`config.mk`:
```
export PLATFORM = sky130hd
export DESIGN_NAME = windowed_average_spike_reject_unit_flat
export DESIGN_NICKNAME = d
export VERILOG_FILES = /design/src/rtl/wasr_pkg.sv /design/src/rtl/wasr_if.sv /design/src/rtl/windowed_average_spike_reject_unit.sv /design/src/rtl/wasr_div.sv /design/src/rtl/wasr_datapath.sv /design/src/rtl/wasr_ctrl.sv /design/src/flat_wrapper.sv
export VERILOG_INCLUDE_DIRS = /design/src /design/src/rtl
export SDC_FILE = /design/constraint.sdc
export NUM_CORES = 1
export LEC_CHECK = 0
export ABC_CLOCK_PERIOD_IN_PS = 3250
export BUFFER_PORTS_ARGS = -buffer_cell sky130_fd_sc_hd__buf_2
export CAP_MARGIN = 10
export CORE_MARGIN = 4
export CORE_UTILIZATION = 30
export DETAILED_ROUTE_END_ITERATION = 12
export PLACE_DENSITY = 0.43
export SYNTH_ARGS = -nofsm -noshare
export SYNTH_HDL_FRONTEND = slang
export SYNTH_SLANG_ARGS = --single-unit
```
`constraint.sdc`:
```
create_clock -name clk_i -period 3.25 [get_ports clk_i]
set_input_delay 0.4875 -clock clk_i [delete_from_list [all_inputs] [get_ports clk_i]]
set_output_delay 0.4875 -clock clk_i [all_outputs]
set_load 0.01 [all_outputs]
```
`src/rtl/assert_macros.svh`:
```
// Assertion macros of the windowed average unit, included by its controller.
`ifndef ASSERT_MACROS_SVH
`define ASSERT_MACROS_SVH

// Checks a property on every rising clock edge outside reset.
`define ASSERT_PROP(lbl, clk, rstn, prop, msg) \
  lbl: assert property (@(posedge clk) disable iff (!rstn) (prop)) else $error(msg);

// Checks that a condition never holds on a rising clock edge outside reset.
`define ASSERT_NEVER(lbl, clk, rstn, cond, msg) \
  lbl: assert property (@(posedge clk) disable iff (!rstn) !(cond)) else $error(msg);

`endif

```
`src/rtl/wasr_pkg.sv`:
```
// Package with the shared types and constants of the windowed average unit.
package wasr_pkg;

  // Fixed widths of the channel payload fields.
  localparam int unsigned SAMPLE_W  = 16;
  localparam int unsigned AVERAGE_W = 16;

  typedef enum logic [2:0] {
    ST_IDLE,
    ST_LOAD1,
    ST_WAIT1,
    ST_CHECK,
    ST_LOAD2,
    ST_WAIT2,
    ST_FINISH
  } wasr_state_e;

  // Commands from the controller to the datapath.
  typedef struct packed {
    logic push;       // shift the new sample into the window
    logic div_start;  // start a mean computation
    logic check;      // run the spike test and patch the window
    logic out_load;   // capture the result into the output register
  } wasr_cmd_t;

  // Status from the datapath to the controller.
  typedef struct packed {
    logic div_busy;   // divider still iterating
    logic spike;      // new sample lies outside the accepted band
  } wasr_sts_t;

endpackage

```
`src/rtl/wasr_if.sv`:
```
// Channel interfaces of the windowed average unit: sample input and result output.
interface wasr_in_if;
  import wasr_pkg::*;

  logic                valid;
  logic                ready;
  logic [SAMPLE_W-1:0] sample;

  modport source (output valid, output sample, input ready);
  modport sink   (input valid, input sample, output ready);
endinterface

interface wasr_out_if;
  import wasr_pkg::*;

  logic                 valid;
  logic                 ready;
  logic [AVERAGE_W-1:0] average;
  logic                 replaced;

  modport source (output valid, output average, output replaced, input ready);
  modport sink   (input valid, input average, input replaced, output ready);
endinterface

```
`src/rtl/windowed_average_spike_reject_unit.sv`:
```
// Top level of the windowed average unit with spike rejection.
//
// The unit takes one unsigned speed sample per transaction on in_i and returns one
// transaction on out_o carrying the truncated mean of the newest stored samples
// (up to WINDOW_LEN of them) and a flag that tells whether the new sample was judged
// a spike. A spike is a sample above twice the mean or below half of it; it is
// replaced in the window by the mean, and the mean is then computed again.
// Both channels use a valid/ready handshake; a transaction completes on a rising
// clock edge where both are high.
// One item is processed at a time. The mean is produced by an iterative divider
// that retires one quotient bit per cycle over N = SAMPLE_BITS + clog2(WINDOW_LEN)
// bits; at the defaults N is 19. An item passes through LOAD1, WAIT1 and CHECK,
// and through LOAD2 and WAIT2 as well when a spike forces the second mean, before
// FINISH loads the result; the next sample is taken from IDLE after that.
// The result sits in an output register, so a new sample is accepted while a
// result still waits. When the receiver stalls, the next finished result holds
// inside the unit until the output register frees, and no further sample is taken.
// Reset is asynchronous and active low; it empties the window, the running sum
// and the fill count, and drops any pending result.
module windowed_average_spike_reject_unit #(
  parameter int unsigned WINDOW_LEN  = 5,
  parameter int unsigned SAMPLE_BITS = 16
) (
  input  logic              clk_i,
  input  logic              rst_ni,
  wasr_in_if.sink           in_i,
  wasr_out_if.source        out_o
);
  import wasr_pkg::*;

  wasr_cmd_t cmd;
  wasr_sts_t sts;

  // Controller: owns the handshakes and sequences the datapath.
  wasr_ctrl u_ctrl (
    .clk_i       (clk_i),
    .rst_ni      (rst_ni),
    .in_valid_i  (in_i.valid),
    .in_ready_o  (in_i.ready),
    .out_valid_o (out_o.valid),
    .out_ready_i (out_o.ready),
    .cmd_o       (cmd),
    .sts_i       (sts)
  );

  // Datapath: window shift line, running sum, divider and result register.
  wasr_datapath #(
    .WINDOW_LEN  (WINDOW_LEN),
    .SAMPLE_BITS (SAMPLE_BITS)
  ) u_datapath (
    .clk_i      (clk_i),
    .rst_ni     (rst_ni),
    .cmd_i      (cmd),
    .sts_o      (sts),
    .sample_i   (in_i.sample),
    .average_o  (out_o.average),
    .replaced_o (out_o.replaced)
  );

endmodule

```
`src/rtl/wasr_div.sv`:
```
// Iterative restoring divider, one quotient bit per cycle.
module wasr_div #(
  parameter int unsigned NUM_W = 19,
  parameter int unsigned DEN_W = 3
) (
  input  logic             clk_i,
  input  logic             rst_ni,
  input  logic             start_i,
  input  logic [NUM_W-1:0] dividend_i,
  input  logic [DEN_W-1:0] divisor_i,
  output logic             busy_o,
  output logic [NUM_W-1:0] quotient_o
);
  import wasr_pkg::*;

  localparam int unsigned CNT_W = $clog2(NUM_W + 1);

  logic [NUM_W-1:0] quo_q;
  logic [DEN_W-1:0] rem_q;
  logic [CNT_W-1:0] cnt_q;
  logic             busy_q;

  logic [DEN_W:0]   trial;
  logic [DEN_W:0]   diff;
  logic             ge;
  logic [DEN_W-1:0] rem_next;

  // Bring down the next dividend bit and subtract the divisor when it fits.
  assign trial    = {rem_q, quo_q[NUM_W-1]};
  assign ge       = (trial >= {1'b0, divisor_i});
  assign diff     = trial - {1'b0, divisor_i};
  assign rem_next = ge ? diff[DEN_W-1:0] : trial[DEN_W-1:0];

  always_ff @(posedge clk_i or negedge rst_ni) begin
    if (!rst_ni) begin
      busy_q <= 1'b0;
      cnt_q  <= '0;
    end else if (start_i) begin
      busy_q <= 1'b1;
      cnt_q  <= CNT_W'(NUM_W);
    end else if (busy_q) begin
      cnt_q <= cnt_q - CNT_W'(1);
      if (cnt_q == CNT_W'(1)) begin
        busy_q <= 1'b0;
      end
    end
  end

  always_ff @(posedge clk_i) begin
    if (start_i) begin
      quo_q <= dividend_i;
      rem_q <= '0;
    end else if (busy_q) begin
      quo_q <= {quo_q[NUM_W-2:0], ge};
      rem_q <= rem_next;
    end
  end

  assign busy_o     = busy_q;
  assign quotient_o = quo_q;

endmodule

```
`src/rtl/wasr_datapath.sv`:
```
// Datapath: sample window, running sum, fill count, divider and output register.
module wasr_datapath #(
  parameter int unsigned WINDOW_LEN  = 5,
  parameter int unsigned SAMPLE_BITS = 16
) (
  input  logic                            clk_i,
  input  logic                            rst_ni,
  input  wasr_pkg::wasr_cmd_t             cmd_i,
  output wasr_pkg::wasr_sts_t             sts_o,
  input  logic [wasr_pkg::SAMPLE_W-1:0]   sample_i,
  output logic [wasr_pkg::AVERAGE_W-1:0]  average_o,
  output logic                            replaced_o
);
  import wasr_pkg::*;

  localparam int unsigned SUM_W  = SAMPLE_BITS + $clog2(WINDOW_LEN);
  localparam int unsigned FILL_W = $clog2(WINDOW_LEN + 1);

  logic [SAMPLE_BITS-1:0] window_q [WINDOW_LEN];
  logic [SUM_W-1:0]       sum_q;
  logic [FILL_W-1:0]      fill_q;
  logic                   spike_q;
  logic [AVERAGE_W-1:0]   average_q;
  logic                   replaced_q;

  logic [SAMPLE_BITS-1:0] smp;
  logic [SUM_W-1:0]       quotient;
  logic [SAMPLE_BITS-1:0] avg;
  logic                   div_busy;
  logic                   too_high;
  logic                   too_low;

  assign smp = SAMPLE_BITS'(sample_i);

  wasr_div #(
    .NUM_W (SUM_W),
    .DEN_W (FILL_W)
  ) u_div (
    .clk_i      (clk_i),
    .rst_ni     (rst_ni),
    .start_i    (cmd_i.div_start),
    .dividend_i (sum_q),
    .divisor_i  (fill_q),
    .busy_o     (div_busy),
    .quotient_o (quotient)
  );

  // The mean never exceeds the largest stored sample, so it fits a sample.
  assign avg = quotient[SAMPLE_BITS-1:0];

  // Spike test against the newest entry, which still holds the raw sample.
  assign too_high = ({1'b0, window_q[0]} > {avg, 1'b0});
  assign too_low  = (window_q[0] < (avg >> 1));

  assign sts_o.div_busy = div_busy;
  assign sts_o.spike    = too_high | too_low;

  // The sum covers every entry; entries beyond the fill count are still zero.
  always_ff @(posedge clk_i or negedge rst_ni) begin
    if (!rst_ni) begin
      for (int i = 0; i < WINDOW_LEN; i++) begin
        window_q[i] <= '0;
      end
      sum_q   <= '0;
      fill_q  <= '0;
      spike_q <= 1'b0;
    end else if (cmd_i.push) begin
      for (int i = 1; i < WINDOW_LEN; i++) begin
        window_q[i] <= window_q[i-1];
      end
      window_q[0] <= smp;
      sum_q       <= sum_q + SUM_W'(smp) - SUM_W'(window_q[WINDOW_LEN-1]);
      if (fill_q < FILL_W'(WINDOW_LEN)) begin
        fill_q <= fill_q + FILL_W'(1);
      end
    end else if (cmd_i.check) begin
      spike_q <= sts_o.spike;
      if (sts_o.spike) begin
        window_q[0] <= avg;
        sum_q       <= sum_q - SUM_W'(window_q[0]) + SUM_W'(avg);
      end
    end
  end

  always_ff @(posedge clk_i) begin
    if (cmd_i.out_load) begin
      average_q  <= AVERAGE_W'(avg);
      replaced_q <= spike_q;
    end
  end

  assign average_o  = average_q;
  assign replaced_o = replaced_q;

endmodule

```
`src/rtl/wasr_ctrl.sv`:
```
// Controller state machine sequencing push, mean, spike test and result hand-off.
`include "assert_macros.svh"

module wasr_ctrl (
  input  logic                clk_i,
  input  logic                rst_ni,
  input  logic                in_valid_i,
  output logic                in_ready_o,
  output logic                out_valid_o,
  input  logic                out_ready_i,
  output wasr_pkg::wasr_cmd_t cmd_o,
  input  wasr_pkg::wasr_sts_t sts_i
);
  import wasr_pkg::*;

  wasr_state_e state_q, state_d;
  logic        out_valid_q, out_valid_d;
  logic        out_free;

  // The output register can take a new result when empty or being drained.
  assign out_free = !out_valid_q || out_ready_i;

  always_comb begin
    state_d = state_q;
    case (state_q)
      ST_IDLE: begin
        if (in_valid_i) begin
          state_d = ST_LOAD1;
        end
      end
      ST_LOAD1: state_d = ST_WAIT1;
      ST_WAIT1: begin
        if (!sts_i.div_busy) begin
          state_d = ST_CHECK;
        end
      end
      ST_CHECK: state_d = sts_i.spike ? ST_LOAD2 : ST_FINISH;
      ST_LOAD2: state_d = ST_WAIT2;
      ST_WAIT2: begin
        if (!sts_i.div_busy) begin
          state_d = ST_FINISH;
        end
      end
      ST_FINISH: begin
        if (out_free) begin
          state_d = ST_IDLE;
        end
      end
      default: state_d = ST_IDLE;
    endcase
  end

  always_comb begin
    in_ready_o      = 1'b0;
    cmd_o           = '0;
    case (state_q)
      ST_IDLE: begin
        in_ready_o = 1'b1;
        cmd_o.push = in_valid_i;
      end
      ST_LOAD1:  cmd_o.div_start = 1'b1;
      ST_CHECK:  cmd_o.check     = 1'b1;
      ST_LOAD2:  cmd_o.div_start = 1'b1;
      ST_FINISH: cmd_o.out_load  = out_free;
      default: begin
        in_ready_o = 1'b0;
      end
    endcase
  end

  always_comb begin
    out_valid_d = out_valid_q;
    if (cmd_o.out_load) begin
      out_valid_d = 1'b1;
    end else if (out_ready_i) begin
      out_valid_d = 1'b0;
    end
  end

  always_ff @(posedge clk_i or negedge rst_ni) begin
    if (!rst_ni) begin
      state_q     <= ST_IDLE;
      out_valid_q <= 1'b0;
    end else begin
      state_q     <= state_d;
      out_valid_q <= out_valid_d;
    end
  end

  assign out_valid_o = out_valid_q;

  `ASSERT_PROP(a_start_busy, clk_i, rst_ni, cmd_o.div_start |=> sts_i.div_busy, "divider did not start")
  `ASSERT_PROP(a_load_valid, clk_i, rst_ni, cmd_o.out_load |=> out_valid_o, "result not presented")
  `ASSERT_PROP(a_one_item, clk_i, rst_ni, (in_valid_i && in_ready_o) |=> !in_ready_o, "second item taken")
  `ASSERT_NEVER(a_push_busy, clk_i, rst_ni, cmd_o.push && sts_i.div_busy, "push during division")

endmodule
```
`src/flat_wrapper.sv`:
```
// flat-port wrapper written by rule: the top's interface ports become plain ports
module windowed_average_spike_reject_unit_flat import wasr_pkg::*;
#(
  parameter int unsigned WINDOW_LEN  = 5,
  parameter int unsigned SAMPLE_BITS = 16
)
  (clk_i, rst_ni, in_i_valid, in_i_sample, in_i_ready, out_o_valid, out_o_average, out_o_replaced, out_o_ready);
  wasr_in_if in_i_i ();
  wasr_out_if out_o_i ();
  input  logic clk_i;
  input  logic rst_ni;
  input wire logic [$bits(in_i_i.valid)-1:0] in_i_valid;
  input wire logic [$bits(in_i_i.sample)-1:0] in_i_sample;
  output wire logic [$bits(in_i_i.ready)-1:0] in_i_ready;
  output wire logic [$bits(out_o_i.valid)-1:0] out_o_valid;
  output wire logic [$bits(out_o_i.average)-1:0] out_o_average;
  output wire logic [$bits(out_o_i.replaced)-1:0] out_o_replaced;
  input wire logic [$bits(out_o_i.ready)-1:0] out_o_ready;
  assign in_i_i.valid = in_i_valid;
  assign in_i_i.sample = in_i_sample;
  assign in_i_ready = in_i_i.ready;
  assign out_o_valid = out_o_i.valid;
  assign out_o_average = out_o_i.average;
  assign out_o_replaced = out_o_i.replaced;
  assign out_o_i.ready = out_o_ready;
  windowed_average_spike_reject_unit #(.WINDOW_LEN(WINDOW_LEN), .SAMPLE_BITS(SAMPLE_BITS)) u_core (.clk_i(clk_i), .rst_ni(rst_ni), .in_i(in_i_i), .out_o(out_o_i));
endmodule
```
==> key figures <==
Run status
  • Run status: completed

Clock network
  • Clk pin slew, worst setup/hold paths: approximately 0.07 ns
  • CTS Buf Count: 17
  • H-tree depth reported by CTS: 4
  • TritonCTS clock tree: built
  • Clock sink count: 152
  • Cts hold-fix bufs: 0
  • Deepest clock path buffer count: 2
  • Latest clock arrival within the worst-skew pair: 0.44 ns
  • Root buffer cell: clkbuf_16

Timing
  • Slew @ Worst Pin: 0.727 ns
  • Clock skew: roughly 0.016 ns
  • Worst Setup Slack, final: 0.160 ns
  • Slew Limit Fails: 0
  • Final Hold Viols: 0
  • RSZ-0062 raised after global routing: true
  • Setup violators final: 0
  • FMAX: 0.324 GHz
  • Slew HR: 50.3%
  • Final min period: 3.09 ns
  • Final Cycle Share: 95.1%

Synth
  • YS warnings: 0
  • Post-synth EDFFs: 36
  • Syn avg cell area: 8.95 um2
  • Yosys reg bits: 152
  • Netlist Area Pre-Place: 9400 um2
  • Primary FF master, synth: dfrtp_1
  • Synthesized net count: roughly 1200
  • Async set-or-reset flop fraction in the synthesized netlist: around 74%
  • Count of cell types in the netlist: 63
  • Register area share after synthesis: a little over two fifths
  • Post-Synthesis Cells: 1050

Cells and area
  • Final Core Density: 36.6%
  • Commonest non-fill, non-tap cell in the layout: nand2_1
  • Most frequent cells in the layout: nand2_1 (254), inv_1 (133), dfrtp_1 (113)
  • Nets@finish: 1276
  • Ant diodes: 0
  • Final instance area: 11300 um2
  • Synth-to-Final Area Change: 19.9%
  • Layout cell share with drive strength beyond 1: around 15%

Floorplanning
  • DIE AREA: 34200 um2
  • Initial Util: around 31%
  • DIE WIDTH: 185 um
  • Die extent in y: 185 um
  • Boundary Pins: 39
  • Core area: 30700 um2
  • Rows: between 60 and 70

Placed design
  • Port bufs: 38
  • GP Congestion: 0.793
  • HPWL after detailed placement: 18000 um
  • DP Area: between 10000 and 15000 um2
  • Setup WS pre-CTS: -0.347 ns

Worst setup path
  • WP data arrival: 3.41 ns
  • Setup crit end kind: flop
  • Critical Path RT: 3.57 ns
  • Sequence of cells on the critical path: inv_1, ha_1, a21o_1, a2111oi_0, a31oi_1, o21ai_1, a22oi_4, buf_12, buf_4, a21oi_1, o21ai_0, a21boi_1
  • CP max stage cell: a2111oi_0
  • Crit path max-delay family: compound AO/OA/AOI/OAI gates
  • CP peak stage delay: 0.69 ns
  • Worst Setup Start Kind: flop
  • Worst-path maximum fanout: 29
  • CP Buf/Inv Count: 3
  • Crit path kind: reg2reg

Detailed routing
  • 1st-iter DRT viols: 333
  • DRC: 0
  • Drt pass-1 iters: 4
  • Vias/cell: 4.60
  • Routed WL: 24300 um
  • Post-route ant nets: 0
  • WL/cell: ~16 um
  • Total number of vias: 7167

Global routing
  • Number of global-route vias before repair: 7384
  • Antenna violations before repair: 0
  • First-pass GRT wire length: 39900 um
  • Global route overflow: 0
  • GRT Overall Usage: 14.8%
  • Largest net degree at the start of global routing: 67

Flow run
  • Total of max-cap violations: 0

Worst hold path
  • Tightest Hold Check Type: in2async
worst paths after layout:
| kind | start | cells after the start | end | slack, ns |
|---|---|---|---|---|
| min in group clk_i | in_i_sample[12] | 3 | u_core.u_datapath.window_q[76]$_DFFE_PN0P_ | 0.28 |
| max in group asynchronous | rst_ni | 2 | u_core.u_datapath.window_q[79]$_DFFE_PN0P_ | 2.39 |
| max | u_core.u_datapath.u_div.quotient_o[14]$_DFFE_PP_ | 12 | u_core.u_datapath.sum_q[11]$_DFFE_PN0P_ | 0.16 |
| min | rst_ni | 1 | u_core.u_datapath.window_q[50]$_DFFE_PN0P_ | 0.11 |
| min reg2reg | u_core.u_datapath.window_q[18]$_DFFE_PN0P_ | 2 | u_core.u_datapath.window_q[2]$_DFFE_PN0P_ | 0.46 |
| max reg2reg | u_core.u_datapath.u_div.quotient_o[14]$_DFFE_PP_ | 12 | u_core.u_datapath.sum_q[11]$_DFFE_PN0P_ | 0.16 |
metal layers:
layer | vias up | share of wire [%] | GRT usage, %
met1 | 3394 | 54 | 22.2
met2 | 81 | 42 | 22.4
li1 | 3674 | - | -
met3 | 18 | 3.0 | 2.59
met4 | 0 | 1.1 | 3.41
met5 | - | 0 | 0
sequential cells by signal, summed over array words and instances, names as in the netlist:
| register | flops |
|---|---|
| u_core.u_datapath.sum_q | 19 |
| u_core.u_datapath.window_q | 80 |
| u_core.u_datapath.spike_q | 1 |
| u_core.u_datapath.u_div.rem_q | 3 |
| u_core.u_ctrl.out_valid_o | 1 |
| u_core.u_ctrl.state_q | 3 |
| u_core.u_datapath.u_div.busy_o | 1 |
| u_core.u_datapath.average_o | 16 |
| u_core.u_datapath.u_div.cnt_q | 5 |
| u_core.u_datapath.u_div.quotient_o | 19 |
| u_core.u_datapath.fill_q | 3 |
| u_core.u_datapath.replaced_o | 1 |
logic make-up (layout without fill, tap and decap cells):
logic type	after synthesis	after routing	synth area share, %
mux	12	12	1.31
buf+inv	170	283	6.99
compound gates	222	222	14.1
fa+ha+maj	105	105	16.6
flops	152	152	42.2
simple gates	358	358	15.9
xor+xnor	31	31	2.89
stage by stage:
stage          cells  TNS, ns  hold WS [ns]
6_report        1559        0         0.111
5_1_grt         1559  -0.0557         0.169
4_1_cts         1559        0         0.133
3_5_place_dp    1528   -0.730         0.449
3_3_place_gp    1528   -0.606         0.436
2_1_floorplan   1050        0         0.192
layout make-up:
type | instances | area, um2
Tap cell | 396 | 495
Clock buffer | 23 | 510
Timing Repair Buffer | 118 | 831
Multi-Input combinational cell | 728 | 4850
Inverter | 134 | 503
Clock inverter | 8 | 108
Fill cell | 3198 | 19500
Sequential cell | 152 | 3970
cell usage after synthesis (3+ instances only):
cell type    n  area share [%]
and2_1       4            0.27
a211o_1      3            0.28
edfxtp_1    36              12
mux2i_1     10             1.1
a21o_1      13             1.0
o211ai_1     4            0.32
o21ai_0     75             4.0
nor2b_1      5            0.33
nor2_1      47             1.9
nand3_1     11            0.59
o22ai_1      3            0.20
dfrtp_1    113              30
nand2_1    255              10
a211oi_1     6            0.48
buf_2        6            0.32
nand4_1      3            0.20
xor2_1      14             1.3
a31oi_1      9            0.60
clkbuf_1    28             1.1
o21bai_1     7            0.56
xnor2_1     17             1.6
nor3_1       6            0.32
a21boi_0     3            0.24
o21a_1       3            0.24
nand2b_1     7            0.47
and3_1       3            0.20
dfxtp_1      3            0.64
a21oi_1     74             3.9
or3_1        5            0.33
fa_1        33             7.0
ha_1        72             9.6
inv_1      133             5.3
worst reg2reg max path, cell delays in order (launching register included):
cell	delay, ns
edfxtp_1	0.39
inv_1	0.19
ha_1	0.28
a21o_1	0.19
a2111oi_0	0.69
a31oi_1	0.12
o21ai_1	0.25
a22oi_4	0.14
buf_12	0.19
buf_4	0.20
a21oi_1	0.13
o21ai_0	0.10
a21boi_1	0.13
repair_timing:
item | in CTS | in global routing
pin swaps | 0 | 4
setup endpoints to repair | 2 | 11
setup buffers | 0 | 0
endpoints found under the hold margin | 0 | 0
resized for setup | 1 | 16
Power is not shown: default switching activity piles up to over one toggle a cycle in this logic, so the estimate is an artifact.
